**src/su2sp_pkg.sv**
```systemverilog
// ----------------------------------------------------------------------------
// su2sp_pkg
// shared types, widths, codes and small lookup functions for the su(2)
// subgroup projection block
// ----------------------------------------------------------------------------
`default_nettype none

package su2sp_pkg;

    localparam int ELEM_W = 18;
    localparam int COEF_W = 19;
    localparam int UNIT_W = 18;
    localparam int SG_W   = 2;
    localparam int CNT_W  = 4;
    localparam int SQ_W   = 2 * COEF_W;
    localparam int SUM_W  = 40;
    localparam int ROOT_W = SUM_W / 2;
    localparam int MAG_W  = COEF_W;
    localparam int QDEPTH = 2;

    localparam logic [CNT_W-1:0] LAST_ELEM = CNT_W'(8);

    // subgroup codes
    localparam logic [SG_W-1:0] SG_ROWS12     = 2'd0;
    localparam logic [SG_W-1:0] SG_ROWS02     = 2'd1;
    localparam logic [SG_W-1:0] SG_ROWS01     = 2'd2;
    localparam logic [SG_W-1:0] SG_ROWS01_ALT = 2'd3;

    typedef struct packed {
        logic signed [COEF_W-1:0] a0;
        logic signed [COEF_W-1:0] a1;
        logic signed [COEF_W-1:0] a2;
        logic signed [COEF_W-1:0] a3;
    } coef_set_t;

    typedef struct packed {
        logic hit;
        logic pos;
    } pair_t;

    typedef enum logic [2:0] {
        BK_IDLE,
        BK_SQUARE,
        BK_ROOT,
        BK_DSETUP,
        BK_DIVIDE,
        BK_FINISH
    } back_state_t;

    function automatic logic [1:0] elem_row(input logic [CNT_W-1:0] e);
        logic [1:0] r;
        priority if (e < CNT_W'(3)) r = 2'd0;
        else if (e < CNT_W'(6))     r = 2'd1;
        else                        r = 2'd2;
        return r;
    endfunction

    function automatic logic [1:0] elem_col(input logic [CNT_W-1:0] e);
        logic [1:0] c;
        unique case (e)
            CNT_W'(0), CNT_W'(3), CNT_W'(6): c = 2'd0;
            CNT_W'(1), CNT_W'(4), CNT_W'(7): c = 2'd1;
            default:                         c = 2'd2;
        endcase
        return c;
    endfunction

    // place of a row or column index inside the chosen pair
    function automatic pair_t pair_pos(input logic [SG_W-1:0] sg, input logic [1:0] k);
        logic [1:0] lo;
        logic [1:0] hi;
        pair_t      p;
        lo = (sg == SG_ROWS12) ? 2'd1 : 2'd0;
        hi = (sg == SG_ROWS01 || sg == SG_ROWS01_ALT) ? 2'd1 : 2'd2;
        priority if (k == lo) p = '{hit: 1'b1, pos: 1'b0};
        else if (k == hi)     p = '{hit: 1'b1, pos: 1'b1};
        else                  p = '{hit: 1'b0, pos: 1'b0};
        return p;
    endfunction

endpackage

`default_nettype wire

```
**src/su2sp_front.sv**
```systemverilog
// ----------------------------------------------------------------------------
// su2sp_front
// takes matrix elements, keeps the chosen 2x2 submatrix and forms the four
// raw coefficients after the ninth element
// ----------------------------------------------------------------------------
`default_nettype none

module su2sp_front (
    input  wire logic                              clk,
    input  wire logic                              rst_n,
    input  wire logic                              in_valid,
    output logic                                   in_ready,
    input  wire logic signed [su2sp_pkg::ELEM_W-1:0] elem_re,
    input  wire logic signed [su2sp_pkg::ELEM_W-1:0] elem_im,
    input  wire logic [su2sp_pkg::SG_W-1:0]        subgroup,
    output logic                                   push_valid,
    input  wire logic                              push_ready,
    output su2sp_pkg::coef_set_t                   push_data
);
    import su2sp_pkg::*;

    logic [CNT_W-1:0]         count_reg;
    logic [CNT_W-1:0]         count_next;
    logic [SG_W-1:0]          sg_reg;
    logic [SG_W-1:0]          sg_next;
    logic signed [ELEM_W-1:0] sub_re_reg [4];
    logic signed [ELEM_W-1:0] sub_im_reg [4];
    logic signed [ELEM_W-1:0] sub_re_next [4];
    logic signed [ELEM_W-1:0] sub_im_next [4];

    logic [CNT_W-1:0] e;
    logic [SG_W-1:0]  sg_cur;
    logic             is_last;
    logic             accept;
    pair_t            rp;
    pair_t            cp;
    logic             wr_en;
    logic [1:0]       wr_idx;

    assign e       = (count_reg >= LAST_ELEM) ? LAST_ELEM : count_reg;
    assign sg_cur  = (e == '0) ? subgroup : sg_reg;
    assign is_last = (e == LAST_ELEM);
    assign in_ready = !is_last || push_ready;
    assign accept  = in_valid && in_ready;

    assign rp     = pair_pos(sg_cur, elem_row(e));
    assign cp     = pair_pos(sg_cur, elem_col(e));
    assign wr_en  = accept && rp.hit && cp.hit;
    assign wr_idx = {rp.pos, cp.pos};

    always_comb
    begin
        for (int k = 0; k < 4; k++)
        begin
            sub_re_next[k] = sub_re_reg[k];
            sub_im_next[k] = sub_im_reg[k];
        end
        if (wr_en)
        begin
            sub_re_next[wr_idx] = elem_re;
            sub_im_next[wr_idx] = elem_im;
        end
    end

    always_comb
    begin
        count_next = count_reg;
        sg_next    = sg_reg;
        if (accept)
        begin
            count_next = is_last ? '0 : e + CNT_W'(1);
            if (e == '0)
            begin
                sg_next = subgroup;
            end
        end
    end

    // coefficients include the ninth element when it lands in the submatrix
    assign push_valid   = accept && is_last;
    assign push_data.a0 = COEF_W'(sub_re_next[0]) + COEF_W'(sub_re_next[3]);
    assign push_data.a1 = COEF_W'(sub_im_next[1]) + COEF_W'(sub_im_next[2]);
    assign push_data.a2 = COEF_W'(sub_re_next[1]) - COEF_W'(sub_re_next[2]);
    assign push_data.a3 = COEF_W'(sub_im_next[0]) - COEF_W'(sub_im_next[3]);

    always_ff @(posedge clk or negedge rst_n)
    begin
        if (!rst_n)
        begin
            count_reg <= '0;
            sg_reg    <= '0;
        end
        else
        begin
            count_reg <= count_next;
            sg_reg    <= sg_next;
        end
    end

    always_ff @(posedge clk)
    begin
        for (int k = 0; k < 4; k++)
        begin
            sub_re_reg[k] <= sub_re_next[k];
            sub_im_reg[k] <= sub_im_next[k];
        end
    end

endmodule

`default_nettype wire

```
**src/su2sp_queue.sv**
```systemverilog
// ----------------------------------------------------------------------------
// su2sp_queue
// short queue of coefficient sets between the front and the back end
// ----------------------------------------------------------------------------
`default_nettype none

module su2sp_queue (
    input  wire logic                 clk,
    input  wire logic                 rst_n,
    input  wire logic                 push_valid,
    output logic                      push_ready,
    input  wire su2sp_pkg::coef_set_t push_data,
    output logic                      pop_valid,
    input  wire logic                 pop_ready,
    output su2sp_pkg::coef_set_t      pop_data
);
    import su2sp_pkg::*;

    localparam int PTR_W = $clog2(QDEPTH);
    localparam int FILL_W = $clog2(QDEPTH + 1);

    coef_set_t          mem [QDEPTH];
    logic [PTR_W-1:0]   wr_ptr_reg;
    logic [PTR_W-1:0]   wr_ptr_next;
    logic [PTR_W-1:0]   rd_ptr_reg;
    logic [PTR_W-1:0]   rd_ptr_next;
    logic [FILL_W-1:0]  fill_reg;
    logic [FILL_W-1:0]  fill_next;
    logic               do_push;
    logic               do_pop;

    assign push_ready = (fill_reg != FILL_W'(QDEPTH));
    assign pop_valid  = (fill_reg != '0);
    assign pop_data   = mem[rd_ptr_reg];
    assign do_push    = push_valid && push_ready;
    assign do_pop     = pop_valid && pop_ready;

    always_comb
    begin
        wr_ptr_next = wr_ptr_reg;
        rd_ptr_next = rd_ptr_reg;
        fill_next   = fill_reg;
        if (do_push)
        begin
            wr_ptr_next = (wr_ptr_reg == PTR_W'(QDEPTH - 1)) ? '0 : wr_ptr_reg + PTR_W'(1);
        end
        if (do_pop)
        begin
            rd_ptr_next = (rd_ptr_reg == PTR_W'(QDEPTH - 1)) ? '0 : rd_ptr_reg + PTR_W'(1);
        end
        if (do_push && !do_pop)
        begin
            fill_next = fill_reg + FILL_W'(1);
        end
        else if (do_pop && !do_push)
        begin
            fill_next = fill_reg - FILL_W'(1);
        end
    end

    always_ff @(posedge clk or negedge rst_n)
    begin
        if (!rst_n)
        begin
            wr_ptr_reg <= '0;
            rd_ptr_reg <= '0;
            fill_reg   <= '0;
        end
        else
        begin
            wr_ptr_reg <= wr_ptr_next;
            rd_ptr_reg <= rd_ptr_next;
            fill_reg   <= fill_next;
        end
    end

    always_ff @(posedge clk)
    begin
        if (do_push)
        begin
            mem[wr_ptr_reg] <= push_data;
        end
    end

endmodule

`default_nettype wire

```
**src/su2sp_back.sv**
```systemverilog
// ----------------------------------------------------------------------------
// su2sp_back
// sum of squares, iterative integer square root and four parallel
// restoring dividers that scale the coefficients to unit length
// ----------------------------------------------------------------------------
`default_nettype none

module su2sp_back #(
    parameter int FRAC_BITS = 16
) (
    input  wire logic                              clk,
    input  wire logic                              rst_n,
    input  wire logic                              pop_valid,
    output logic                                   pop_ready,
    input  wire su2sp_pkg::coef_set_t              pop_data,
    output logic                                   out_valid,
    input  wire logic                              out_ready,
    output logic signed [su2sp_pkg::COEF_W-1:0]    coef_a0,
    output logic signed [su2sp_pkg::COEF_W-1:0]    coef_a1,
    output logic signed [su2sp_pkg::COEF_W-1:0]    coef_a2,
    output logic signed [su2sp_pkg::COEF_W-1:0]    coef_a3,
    output logic signed [su2sp_pkg::UNIT_W-1:0]    unit_a0,
    output logic signed [su2sp_pkg::UNIT_W-1:0]    unit_a1,
    output logic signed [su2sp_pkg::UNIT_W-1:0]    unit_a2,
    output logic signed [su2sp_pkg::UNIT_W-1:0]    unit_a3,
    output logic                                   zero_norm
);
    import su2sp_pkg::*;

    localparam int QW     = FRAC_BITS + 1;
    localparam int DW     = FRAC_BITS + MAG_W + 1;
    localparam int DREM_W = ROOT_W + 1;
    localparam int RREM_W = ROOT_W + 2;
    localparam int UW     = (FRAC_BITS + 2 > UNIT_W) ? FRAC_BITS + 2 : UNIT_W;
    localparam int ITER_W = $clog2(QW + ROOT_W + 1);
    localparam logic [QW-1:0] ONE_Q = QW'(1) << FRAC_BITS;

    back_state_t state_reg;
    back_state_t state_next;

    logic [ITER_W-1:0]       iter_reg;
    coef_set_t               a_reg;
    logic [SQ_W-1:0]         prod_reg;
    logic [SUM_W-1:0]        sum_reg;
    logic [RREM_W-1:0]       rrem_reg;
    logic [ROOT_W-1:0]       root_reg;
    logic                    zero_reg;
    logic [DREM_W-1:0]       drem_reg [4];
    logic [QW-1:0]           dlow_reg [4];
    logic [QW-1:0]           quo_reg  [4];
    logic                    out_valid_reg;
    logic signed [COEF_W-1:0] out_coef_reg [4];
    logic signed [UNIT_W-1:0] out_unit_reg [4];
    logic                    out_zero_reg;

    logic signed [COEF_W-1:0] a_arr [4];
    logic signed [SQ_W-1:0]   sq;
    logic [RREM_W-1:0]        rr_sh;
    logic [RREM_W-1:0]        trial;
    logic                     root_bit;
    logic [MAG_W-1:0]         mag [4];
    logic [DW-1:0]            dvd [4];
    logic [DREM_W-1:0]        dt  [4];
    logic                     dbit [4];
    logic signed [UNIT_W-1:0] unit_val [4];
    logic                     sq_last;
    logic                     root_last;
    logic                     div_last;
    logic                     load_out;

    assign a_arr[0] = a_reg.a0;
    assign a_arr[1] = a_reg.a1;
    assign a_arr[2] = a_reg.a2;
    assign a_arr[3] = a_reg.a3;

    assign sq = a_arr[iter_reg[1:0]] * a_arr[iter_reg[1:0]];

    assign rr_sh    = {rrem_reg[RREM_W-3:0], sum_reg[SUM_W-1 -: 2]};
    assign trial    = {root_reg, 2'b01};
    assign root_bit = (rr_sh >= trial);

    always_comb
    begin
        for (int k = 0; k < 4; k++)
        begin
            logic [UW-1:0] qs;
            mag[k]  = a_arr[k][COEF_W-1] ? MAG_W'(-a_arr[k]) : MAG_W'(a_arr[k]);
            dvd[k]  = (DW'(mag[k]) << FRAC_BITS) + DW'(root_reg >> 1);
            dt[k]   = {drem_reg[k][DREM_W-2:0], dlow_reg[k][QW-1]};
            dbit[k] = (dt[k] >= DREM_W'(root_reg));
            qs = UW'((quo_reg[k] > ONE_Q) ? ONE_Q : quo_reg[k]);
            if (a_arr[k][COEF_W-1])
            begin
                qs = -qs;
            end
            unit_val[k] = zero_reg ? '0 : qs[UNIT_W-1:0];
        end
    end

    assign sq_last   = (iter_reg == ITER_W'(4));
    assign root_last = (iter_reg == ITER_W'(ROOT_W - 1));
    assign div_last  = (iter_reg == ITER_W'(QW - 1));

    always_comb
    begin
        state_next = state_reg;
        unique case (state_reg)
            BK_IDLE:
            begin
                if (pop_valid)
                begin
                    state_next = BK_SQUARE;
                end
            end
            BK_SQUARE:
            begin
                if (sq_last)
                begin
                    state_next = BK_ROOT;
                end
            end
            BK_ROOT:
            begin
                if (root_last)
                begin
                    state_next = BK_DSETUP;
                end
            end
            BK_DSETUP:
            begin
                state_next = (root_reg == '0) ? BK_FINISH : BK_DIVIDE;
            end
            BK_DIVIDE:
            begin
                if (div_last)
                begin
                    state_next = BK_FINISH;
                end
            end
            BK_FINISH:
            begin
                if (!out_valid_reg || out_ready)
                begin
                    state_next = BK_IDLE;
                end
            end
            default:
            begin
                state_next = BK_IDLE;
            end
        endcase
    end

    always_comb
    begin
        pop_ready = (state_reg == BK_IDLE);
        load_out  = (state_reg == BK_FINISH) && (!out_valid_reg || out_ready);
    end

    always_ff @(posedge clk or negedge rst_n)
    begin
        if (!rst_n)
        begin
            state_reg     <= BK_IDLE;
            out_valid_reg <= 1'b0;
        end
        else
        begin
            state_reg <= state_next;
            if (load_out)
            begin
                out_valid_reg <= 1'b1;
            end
            else if (out_ready)
            begin
                out_valid_reg <= 1'b0;
            end
        end
    end

    always_ff @(posedge clk)
    begin
        unique case (state_reg)
            BK_IDLE:
            begin
                a_reg    <= pop_data;
                iter_reg <= '0;
                sum_reg  <= '0;
            end
            BK_SQUARE:
            begin
                if (!sq_last)
                begin
                    prod_reg <= SQ_W'(sq);
                end
                if (iter_reg != '0)
                begin
                    sum_reg <= sum_reg + SUM_W'(prod_reg);
                end
                iter_reg <= sq_last ? '0 : iter_reg + ITER_W'(1);
                rrem_reg <= '0;
                root_reg <= '0;
            end
            BK_ROOT:
            begin
                rrem_reg <= root_bit ? rr_sh - trial : rr_sh;
                root_reg <= {root_reg[ROOT_W-2:0], root_bit};
                sum_reg  <= sum_reg << 2;
                iter_reg <= root_last ? '0 : iter_reg + ITER_W'(1);
            end
            BK_DSETUP:
            begin
                zero_reg <= (root_reg == '0);
                iter_reg <= '0;
                for (int k = 0; k < 4; k++)
                begin
                    drem_reg[k] <= DREM_W'(dvd[k][DW-1:QW]);
                    dlow_reg[k] <= dvd[k][QW-1:0];
                    quo_reg[k]  <= '0;
                end
            end
            BK_DIVIDE:
            begin
                for (int k = 0; k < 4; k++)
                begin
                    drem_reg[k] <= dbit[k] ? dt[k] - DREM_W'(root_reg) : dt[k];
                    dlow_reg[k] <= dlow_reg[k] << 1;
                    quo_reg[k]  <= {quo_reg[k][QW-2:0], dbit[k]};
                end
                iter_reg <= iter_reg + ITER_W'(1);
            end
            BK_FINISH:
            begin
                if (load_out)
                begin
                    for (int k = 0; k < 4; k++)
                    begin
                        out_coef_reg[k] <= a_arr[k];
                        out_unit_reg[k] <= unit_val[k];
                    end
                    out_zero_reg <= zero_reg;
                end
            end
            default:
            begin
                iter_reg <= '0;
            end
        endcase
    end

    assign out_valid = out_valid_reg;
    assign coef_a0   = out_coef_reg[0];
    assign coef_a1   = out_coef_reg[1];
    assign coef_a2   = out_coef_reg[2];
    assign coef_a3   = out_coef_reg[3];
    assign unit_a0   = out_unit_reg[0];
    assign unit_a1   = out_unit_reg[1];
    assign unit_a2   = out_unit_reg[2];
    assign unit_a3   = out_unit_reg[3];
    assign zero_norm = out_zero_reg;

endmodule

`default_nettype wire

```
**src/su2_subgroup_project_unit.sv**
```systemverilog
// ----------------------------------------------------------------------------
// su2_subgroup_project_unit
// su(2) subgroup projection of a 3x3 complex matrix streamed in row-major
// ----------------------------------------------------------------------------
// elements are taken one per cycle while in_ready is high; a full matrix needs nine transfers
// after the ninth element the back end loads the set, squares and sums the
// coefficients, runs 20 root steps and a setup step, then, unless the root is zero,
// FRAC_BITS + 1 divide steps, and registers the result once the output is free;
// no new set is taken until then; a two-deep queue lets the front load meanwhile
// reset clears counters, queue and state; submatrix storage is not cleared
`default_nettype none

module su2_subgroup_project_unit #(
    parameter int FRAC_BITS = 16
) (
    input  wire logic                              clk,
    input  wire logic                              rst_n,
    input  wire logic                              in_valid,
    output logic                                   in_ready,
    input  wire logic signed [su2sp_pkg::ELEM_W-1:0] elem_re,
    input  wire logic signed [su2sp_pkg::ELEM_W-1:0] elem_im,
    input  wire logic [su2sp_pkg::SG_W-1:0]        subgroup,
    output logic                                   out_valid,
    input  wire logic                              out_ready,
    output logic signed [su2sp_pkg::COEF_W-1:0]    coef_a0,
    output logic signed [su2sp_pkg::COEF_W-1:0]    coef_a1,
    output logic signed [su2sp_pkg::COEF_W-1:0]    coef_a2,
    output logic signed [su2sp_pkg::COEF_W-1:0]    coef_a3,
    output logic signed [su2sp_pkg::UNIT_W-1:0]    unit_a0,
    output logic signed [su2sp_pkg::UNIT_W-1:0]    unit_a1,
    output logic signed [su2sp_pkg::UNIT_W-1:0]    unit_a2,
    output logic signed [su2sp_pkg::UNIT_W-1:0]    unit_a3,
    output logic                                   zero_norm
);
    import su2sp_pkg::*;

    logic      push_valid;
    logic      push_ready;
    coef_set_t push_data;
    logic      pop_valid;
    logic      pop_ready;
    coef_set_t pop_data;

    su2sp_front u_front (
        .clk        (clk),
        .rst_n      (rst_n),
        .in_valid   (in_valid),
        .in_ready   (in_ready),
        .elem_re    (elem_re),
        .elem_im    (elem_im),
        .subgroup   (subgroup),
        .push_valid (push_valid),
        .push_ready (push_ready),
        .push_data  (push_data)
    );

    su2sp_queue u_queue (
        .clk        (clk),
        .rst_n      (rst_n),
        .push_valid (push_valid),
        .push_ready (push_ready),
        .push_data  (push_data),
        .pop_valid  (pop_valid),
        .pop_ready  (pop_ready),
        .pop_data   (pop_data)
    );

    su2sp_back #(
        .FRAC_BITS (FRAC_BITS)
    ) u_back (
        .clk       (clk),
        .rst_n     (rst_n),
        .pop_valid (pop_valid),
        .pop_ready (pop_ready),
        .pop_data  (pop_data),
        .out_valid (out_valid),
        .out_ready (out_ready),
        .coef_a0   (coef_a0),
        .coef_a1   (coef_a1),
        .coef_a2   (coef_a2),
        .coef_a3   (coef_a3),
        .unit_a0   (unit_a0),
        .unit_a1   (unit_a1),
        .unit_a2   (unit_a2),
        .unit_a3   (unit_a3),
        .zero_norm (zero_norm)
    );

endmodule

`default_nettype wire

```
**config.mk**
```make
export PLATFORM = sky130hd
export DESIGN_NAME = su2_subgroup_project_unit
export DESIGN_NICKNAME = d
export VERILOG_FILES = /design/src/su2sp_pkg.sv /design/src/su2sp_front.sv /design/src/su2sp_queue.sv /design/src/su2sp_back.sv /design/src/su2_subgroup_project_unit.sv
export SDC_FILE = /design/constraint.sdc
export NUM_CORES = 2
export LEC_CHECK = 0
export BUFFER_PORTS_ARGS = -buffer_cell sky130_fd_sc_hd__buf_4
export CAP_MARGIN = 25
export CELL_PAD_IN_SITES_DETAIL_PLACEMENT = 1
export CELL_PAD_IN_SITES_GLOBAL_PLACEMENT = 2
export CORE_MARGIN = 3
export CORE_UTILIZATION = 40
export DETAILED_ROUTE_END_ITERATION = 10
export PLACE_DENSITY_LB_ADDON = 0.1
export SLEW_MARGIN = 15
export SYNTH_ARGS = -nofsm -noshare
export SYNTH_HDL_FRONTEND = slang
export SYNTH_SLANG_ARGS = --single-unit
```
**constraint.sdc**
```tcl
create_clock -name clk -period 10.82 [get_ports clk]
set_input_delay 2.164 -clock clk [delete_from_list [all_inputs] [get_ports clk]]
set_output_delay 2.164 -clock clk [all_outputs]
set_load 0.02 [all_outputs]
```
Word-level counts from Yosys, hierarchy flattened
Memory sizes are Yosys's and may differ from the RTL's. A register that Yosys moved wholly into a read port is not among the register bits. Index checks and enable logic that the tools add are counted.

Add/sub/neg operators: 28. Multipliers: 1. $lt $le $gt $ge: 15. Equality and inequality tests: 27. Multiplexer cells: 83. Bitwise gates (word level): 15. Reduce and logical (&&, ||, !) cells: 33.

Operator list (number): 2-to-1 mux 17 bit (12); 2-to-1 mux 21 bit (8); 2-to-1 mux 18 bit (9); adder 35 x 19 -> 36 bit (4); bitwise mux 72 bit (2); 2-to-1 mux 72 bit (2); case mux 40 bit (3 select lines) (1); 2-to-1 mux 19 bit (6); >= comparator 21 x 20 -> 1 bit (4); subtractor 21 x 20 -> 21 bit (4); case mux 20 bit (2 select lines) (2); negator 19 bit (4); negator 18 bit (4); greater-than comparator 17 bit (second input constant) (4); adder 40 x 38 -> 40 bit (1); 2-to-1 mux 40 bit (1); adder 18 x 18 -> 19 bit (2); binary-select mux 19 bit (select 2 bit) (1); multiplier 19 x 19 -> 38 bit (1); subtractor 18 x 18 -> 19 bit (2); demux 18 bit (select 2 bit) (1); case mux 6 bit (4 select lines) (1); >= comparator 22 bit (1); logical NOT 20 bit (1); other kinds (47) (124).

Bits in registers: 140. RAM bits: 664. Input port bits: 42. Logic and storage cells: 224. Memories kept: 8.

Memories: u_queue.mem (depth 2, width 76, read ports 1, clocked after Yosys merged registers in 1, write ports 1, line su2sp_queue.sv:22) `coef_set_t mem [QDEPTH];`; u_back.drem_reg (depth 4, width 21, read ports 4, clocked after Yosys merged registers in 0, write ports 4, line su2sp_back.sv:48) `logic [DREM_W-1:0] drem_reg [4];`; u_back.out_coef_reg (depth 4, width 19, read ports 4, clocked after Yosys merged registers in 0, write ports 4, line su2sp_back.sv:52) `logic signed [COEF_W-1:0] out_coef_reg [4];`; u_back.out_unit_reg (depth 4, width 18, read ports 4, clocked after Yosys merged registers in 0, write ports 4, line su2sp_back.sv:53) `logic signed [UNIT_W-1:0] out_unit_reg [4];`; u_front.sub_im_reg (depth 4, width 18, read ports 4, clocked after Yosys merged registers in 0, write ports 4, line su2sp_front.sv:27) `logic signed [ELEM_W-1:0] sub_im_reg [4];`; u_front.sub_re_reg (depth 4, width 18, read ports 4, clocked after Yosys merged registers in 0, write ports 4, line su2sp_front.sv:26) `logic signed [ELEM_W-1:0] sub_re_reg [4];`; 2 more memories.

Logic depth before layout (Yosys ltp)
Depth after elaboration: 18. Gate-level depth with buffers: 31. Depth with buffers taken out: 28.

Modules after synthesis
Synthesis repeated with hierarchy kept, for this count alone.

Cells, all modules: 5596. Area total of the unflattened synthesis: 58735.1 µm².

Modules (own cells, without submodules): su2sp_back (instances 1, cells each 4293, area each 43973.4 µm², sequential area each 16095.4 µm²); su2sp_front (instances 1, cells each 1048, area each 8947.3 µm², sequential area each 3042.9 µm²); su2sp_queue (instances 1, cells each 255, area each 5814.3 µm², sequential area each 4664.5 µm²).

Worst setup path after synthesis
No wires, ideal clock.

Path type: in2reg. Start: in in_valid. End: mem u_queue.mem[0][0] in the netlist's numbering (enable). Library setup time: 0.603 ns. Data arrival time: 7.508 ns. Slack: 2.709 ns. Stages on the path: 2. Cells stage by stage: nand2_1 > nor3_1.

Cells in the longest elaborated chain, start to end: 5.

Ends and longest elaborated chain: from (decl) (line su2_subgroup_project_unit.sv:18) `input wire logic in_valid,`; logical AND 1 bit (line su2sp_front.sv:44) `assign accept = in_valid && in_ready;`; logical AND 1 bit (line su2sp_front.sv:80) `assign push_valid = accept && is_last;`; logical AND 1 bit (line su2sp_queue.sv:35) `assign do_push = push_valid && push_ready;`; 2-to-1 mux 1 bit (line su2sp_queue.sv:79) `if (do_push)`; 2-to-1 mux 1 bit (not written as such) (line su2sp_queue.sv:81) `mem[wr_ptr_reg] <= push_data;`; to (decl) (line su2sp_queue.sv:22).

No other way between the ends.

Worst setup path after layout
Start: reg u_back.iter_reg[1]. End: reg u_back.prod_reg[36] (data pin).

Cells in the longest elaborated chain, start to end: 5.

Ends and longest elaborated chain: from (decl) (line su2sp_back.sv:41) `logic [ITER_W-1:0] iter_reg;`; from (signal assigned) (line su2sp_back.sv:200) `iter_reg <= sq_last ? '0 : iter_reg + ITER_W'(1);`; from (signal assigned) (line su2sp_back.sv:209) `iter_reg <= root_last ? '0 : iter_reg + ITER_W'(1);`; from (signal assigned) (line su2sp_back.sv:230) `iter_reg <= iter_reg + ITER_W'(1);`; NOT 2 -> 3 bit (not written as such) (line su2sp_back.sv:76) `assign sq = a_arr[iter_reg[1:0]] * a_arr[iter_reg[1:0]];`; binary-select mux 19 bit (select 2 bit) (line su2sp_back.sv:76); 2-to-1 mux 19 bit (not written as such) (2 in series) (line su2sp_back.sv:76); multiplier 19 x 19 -> 38 bit (line su2sp_back.sv:76); net u_back.sq[36] (line su2sp_back.sv:57) `logic signed [SQ_W-1:0] sq;`; to (signal assigned) (line su2sp_back.sv:194) `prod_reg <= SQ_W'(sq);`; to (decl) (line su2sp_back.sv:43) `logic [SQ_W-1:0] prod_reg;`.

The timed path passes the listed nets, and every way through them passes these cells. The select of a mux whose other input is x is not followed. A chain may end at the register's enable or synchronous reset.

==> impl_metrics.csv <==
group,metric,value,unit
setup_path,critPathRequiredTime,11.28,ns
run_status,status,"finished, final reports clean",
synth,synth_top_family_by_area,"adder cells",
synth,synth-edff-count,684,
synth,synthCells,5350,
global_route,antenna_found_initial,12,
floorplanning,rows,139,
cells_and_area,antenna_cells,0,
clock_tree,clk_latency,0.73,ns
power_and_ir_drop,p_comb_share,61.9,%
floorplanning,die_w,387,µm
synth,synthSimpleGateAreaFrac,11.5,%
synth,synth_async_sr_flop_share,1.66,%
synth,synthAdderAreaFrac,19.6,%
cells_and_area,layout_commonest_cell,"edfxtp_1",
floorplanning,ioPinCount,193,
timing,hold-worst-slack,0.473,ns
power_and_ir_drop,power.share.switching,43.5,%
setup_path,path_delay_family,"adder cells",
power_and_ir_drop,p_clk_share,15.3,%
floorplanning,core,144000,µm²
synth,syn-cell-area,58200,µm²
setup_path,worstPathArrival,9.54,ns
synth,postSynthAreaPerCell,10.9,µm²
synth,synth-xor-area-share,5.87,%
routing,via_per_inst,5.42,
routing,drt_pass1_iterations,5,
setup_path,cp.depth,25,
setup_path,crit_top_cell,"fa_1",
floorplanning,die_h,387,µm
synth,yosys_register_bits,843,
setup_path,cp-end-kind,"flip-flop",
global_route,grt_max_degree,91,
synth,ys_seq_area_share,40.9,%
clock_tree,h-tree-depth,3,
timing,setup_viol,0,
cells_and_area,largest_register_ffs,152,
setup_path,crit_slowest_cell,"o21ai_0",
placed_design,finalWeightedCongestion,0.852,
routing,drc_errors,0,
timing,fin_crit_sh,84.0,%
timing,fmax,0.110,GHz
clock_tree,postCtsHoldBufs,0,
routing,drtIter0Drc,2803,
worst_hold_path,holdPathStages,1,
placed_design,numPortBuffers,192,
clock_tree,post_cts_resized,0,
power_and_ir_drop,intPower,12.8,mW
power_and_ir_drop,cellPowerDensity,347,nW/µm²
timing,period_needed,9.09,ns
synth,synth_area_leaders,"edfxtp_1, fa_1, ha_1",
global_route,grt_pass1_vias,42300,
cells_and_area,final_cell_mix,"edfxtp_1, inv_1, nand2_1",
routing,routedWlPerCell,23.1,µm
power_and_ir_drop,power.total,22.6,mW
clock_tree,cts_sinks,843,
timing,worst_slew_pin_slew,1.04,ns
timing,max-slew-margin-rel,30.1,%
cells_and_area,syn_to_final_growth,12.1,%
timing,drv_slew,0,
cells_and_area,fin_nets,6271,
power_and_ir_drop,p_seq_share,22.8,%
synth,syn_nets,6102,
synth,synth_top_area_share,35.3,%
synth,ys.flop_type,"edfxtp_1",
floorplanning,die-area,150000,µm²
clock_tree,cts_root_buf,"clkbuf_16",
routing,vias,40700,
timing,grt_setup_unrepaired,"false",
synth,synth.distinct_cells,110,
setup_path,reg2reg_depth,25,
run,drv_cap,0,
synth,synth_top_area_cell,"edfxtp_1",
synth,synth_compound_area_share,10.9,%
global_route,overflow,0,
power_and_ir_drop,p_sw,9.85,mW
worst_hold_path,holdCritPathClass,"flip-flop to flip-flop",
timing,tns,0,ns
setup_path,critPathKind,"flip-flop to flip-flop",
placed_design,hpwl,132,mm
floorplanning,start_util,40.4,%
cells_and_area,drive_above_1_share,13.2,%
setup_path,path_max_fanout,20,
routing,wirelength,173,mm
clock_tree,post_cts_buffers,0,
setup_path,critPathLaunchType,"flip-flop",
routing,ant_nets,0,
clock_tree,path_clk_slew,0.06,ns
cells_and_area,final_core_util,45.3,%
global_route,grt_use_total,22.9,%
setup_path,path_buf_inv,4,
clock_tree,cts_buffers,98,
synth,yosys_warnings,0,
global_route,grt_pass1_wl,265,mm
power_and_ir_drop,peakVddDrop,0.686,mV
synth,synthMuxAreaShare,6.69,%
power_and_ir_drop,power.leakage,27.1,nW
timing,clock_skew,0.0420,ns
clock_tree,cts_buffer_depth,3,
timing,finalHoldViolations,0,
setup_path,critPathMaxStageDelay,0.80,ns
clock_tree,cts_tree,"yes",
final cells by class:
class                      instances  area [µm²]
timing repair buffer             254        1940
inverter                         507        1900
sequential                       843       23800
fill                           15700       78700
clock buffer                     116        2540
tap                             1903        2380
multi-input combinational       3815       31900
clock inverter                    68         826
final timing paths:
kind | startpoint | to | slack [ns]
min in group asynchronous | rst_n | u_front.sg_reg[1] | 1.31
max in group asynchronous | rst_n | u_back.out_valid | 9.24
max | u_back.iter_reg[1] | u_back.prod_reg[36] | 1.73
min reg2reg | u_front.sub_re_reg[1][0] | u_front.sub_re_reg[1][0] | 0.47
max reg2reg | u_back.iter_reg[1] | u_back.prod_reg[36] | 1.73
min | u_front.sub_re_reg[1][0] | u_front.sub_re_reg[1][0] | 0.47
cells by family (layout without fill, tap and decap cells):
| group | after synthesis | after routing |
|---|---|---|
| flops | 843 | 843 |
| mux | 355 | 355 |
| compound gates | 983 | 983 |
| xor+xnor | 389 | 389 |
| buf+inv | 692 | 945 |
| simple gates | 1378 | 1378 |
| fa+ha+maj | 710 | 710 |
through the flow:
stage	std cells	area [µm²]	setup slack [ns]
after floorplan	5350	58200	2.71
after global placement	7319	61800	1.92
after detailed placement	7320	61900	1.74
after CTS	7504	65200	1.75
after global routing	7506	65300	1.17
final	7506	65300	1.73
worst reg2reg max path, cell delays in order (launching register included):
cell and delay (ns):
edfxtp_1 0.74, buf_4 0.37, mux2_2 0.36, o21ai_0 0.80
clkinv_1 0.17, buf_4 0.30, nand2_1 0.19, fa_1 0.48
fa_1 0.56, inv_1 0.05, fa_1 0.48, fa_1 0.53
fa_1 0.53, fa_1 0.52, fa_1 0.45, ha_1 0.40
a21o_1 0.21, a21oi_1 0.24, o211ai_1 0.15, a21oi_1 0.24
a211oi_1 0.14, o21ai_0 0.31, a31oi_1 0.19, a21o_1 0.21
a21oi_1 0.17, xnor2_1 0.08
power groups by stage:
stage | clock [mW] | combinational [mW] | sequential, mW
after floorplan | 0 | 9.96 | 5.15
after global placement | 0 | 13.6 | 5.20
after detailed placement | 0 | 13.8 | 5.22
after CTS | 3.58 | 14.0 | 5.16
after global routing | 3.69 | 15.7 | 5.20
final | 3.47 | 14.0 | 5.16
Yosys cell counts, drive strengths merged (10+ instances only):
library cell / n
edfxtp: 684
inv: 502
nand2: 420
nor2: 380
ha: 370
fa: 340
o21ai: 284
a21oi: 259
xnor2: 241
mux2: 232
xor2: 148
dfxtp: 145
clkbuf: 134
mux2i: 119
nor3: 99
a21o: 81
and3: 78
nand2b: 71
nand3: 59
buf: 51
nor2b: 51
o21a: 46
or3: 40
and2: 39
o31ai: 38
a211oi: 37
nor4: 32
o211ai: 27
nand4: 26
a31oi: 25
o21bai: 22
a22o: 19
or2: 18
o41ai: 17
or4: 16
dfrtp: 14
a31o: 13
a2111oi: 10
a21boi: 10
metal layers:
layer | vias to the layer above | GRT usage [%] | wire length [µm] | part of all wire (%)
li1 | 19200 | - | - | -
met1 | 20500 | 33.8 | 84200 | 49
met2 | 728 | 35.0 | 75700 | 44
met3 | 196 | 3.94 | 8910 | 5.1
met4 | 0 | 5.91 | 4470 | 2.6
met5 | - | 0 | 0 | 0
Power figures use the tool's default switching activity.
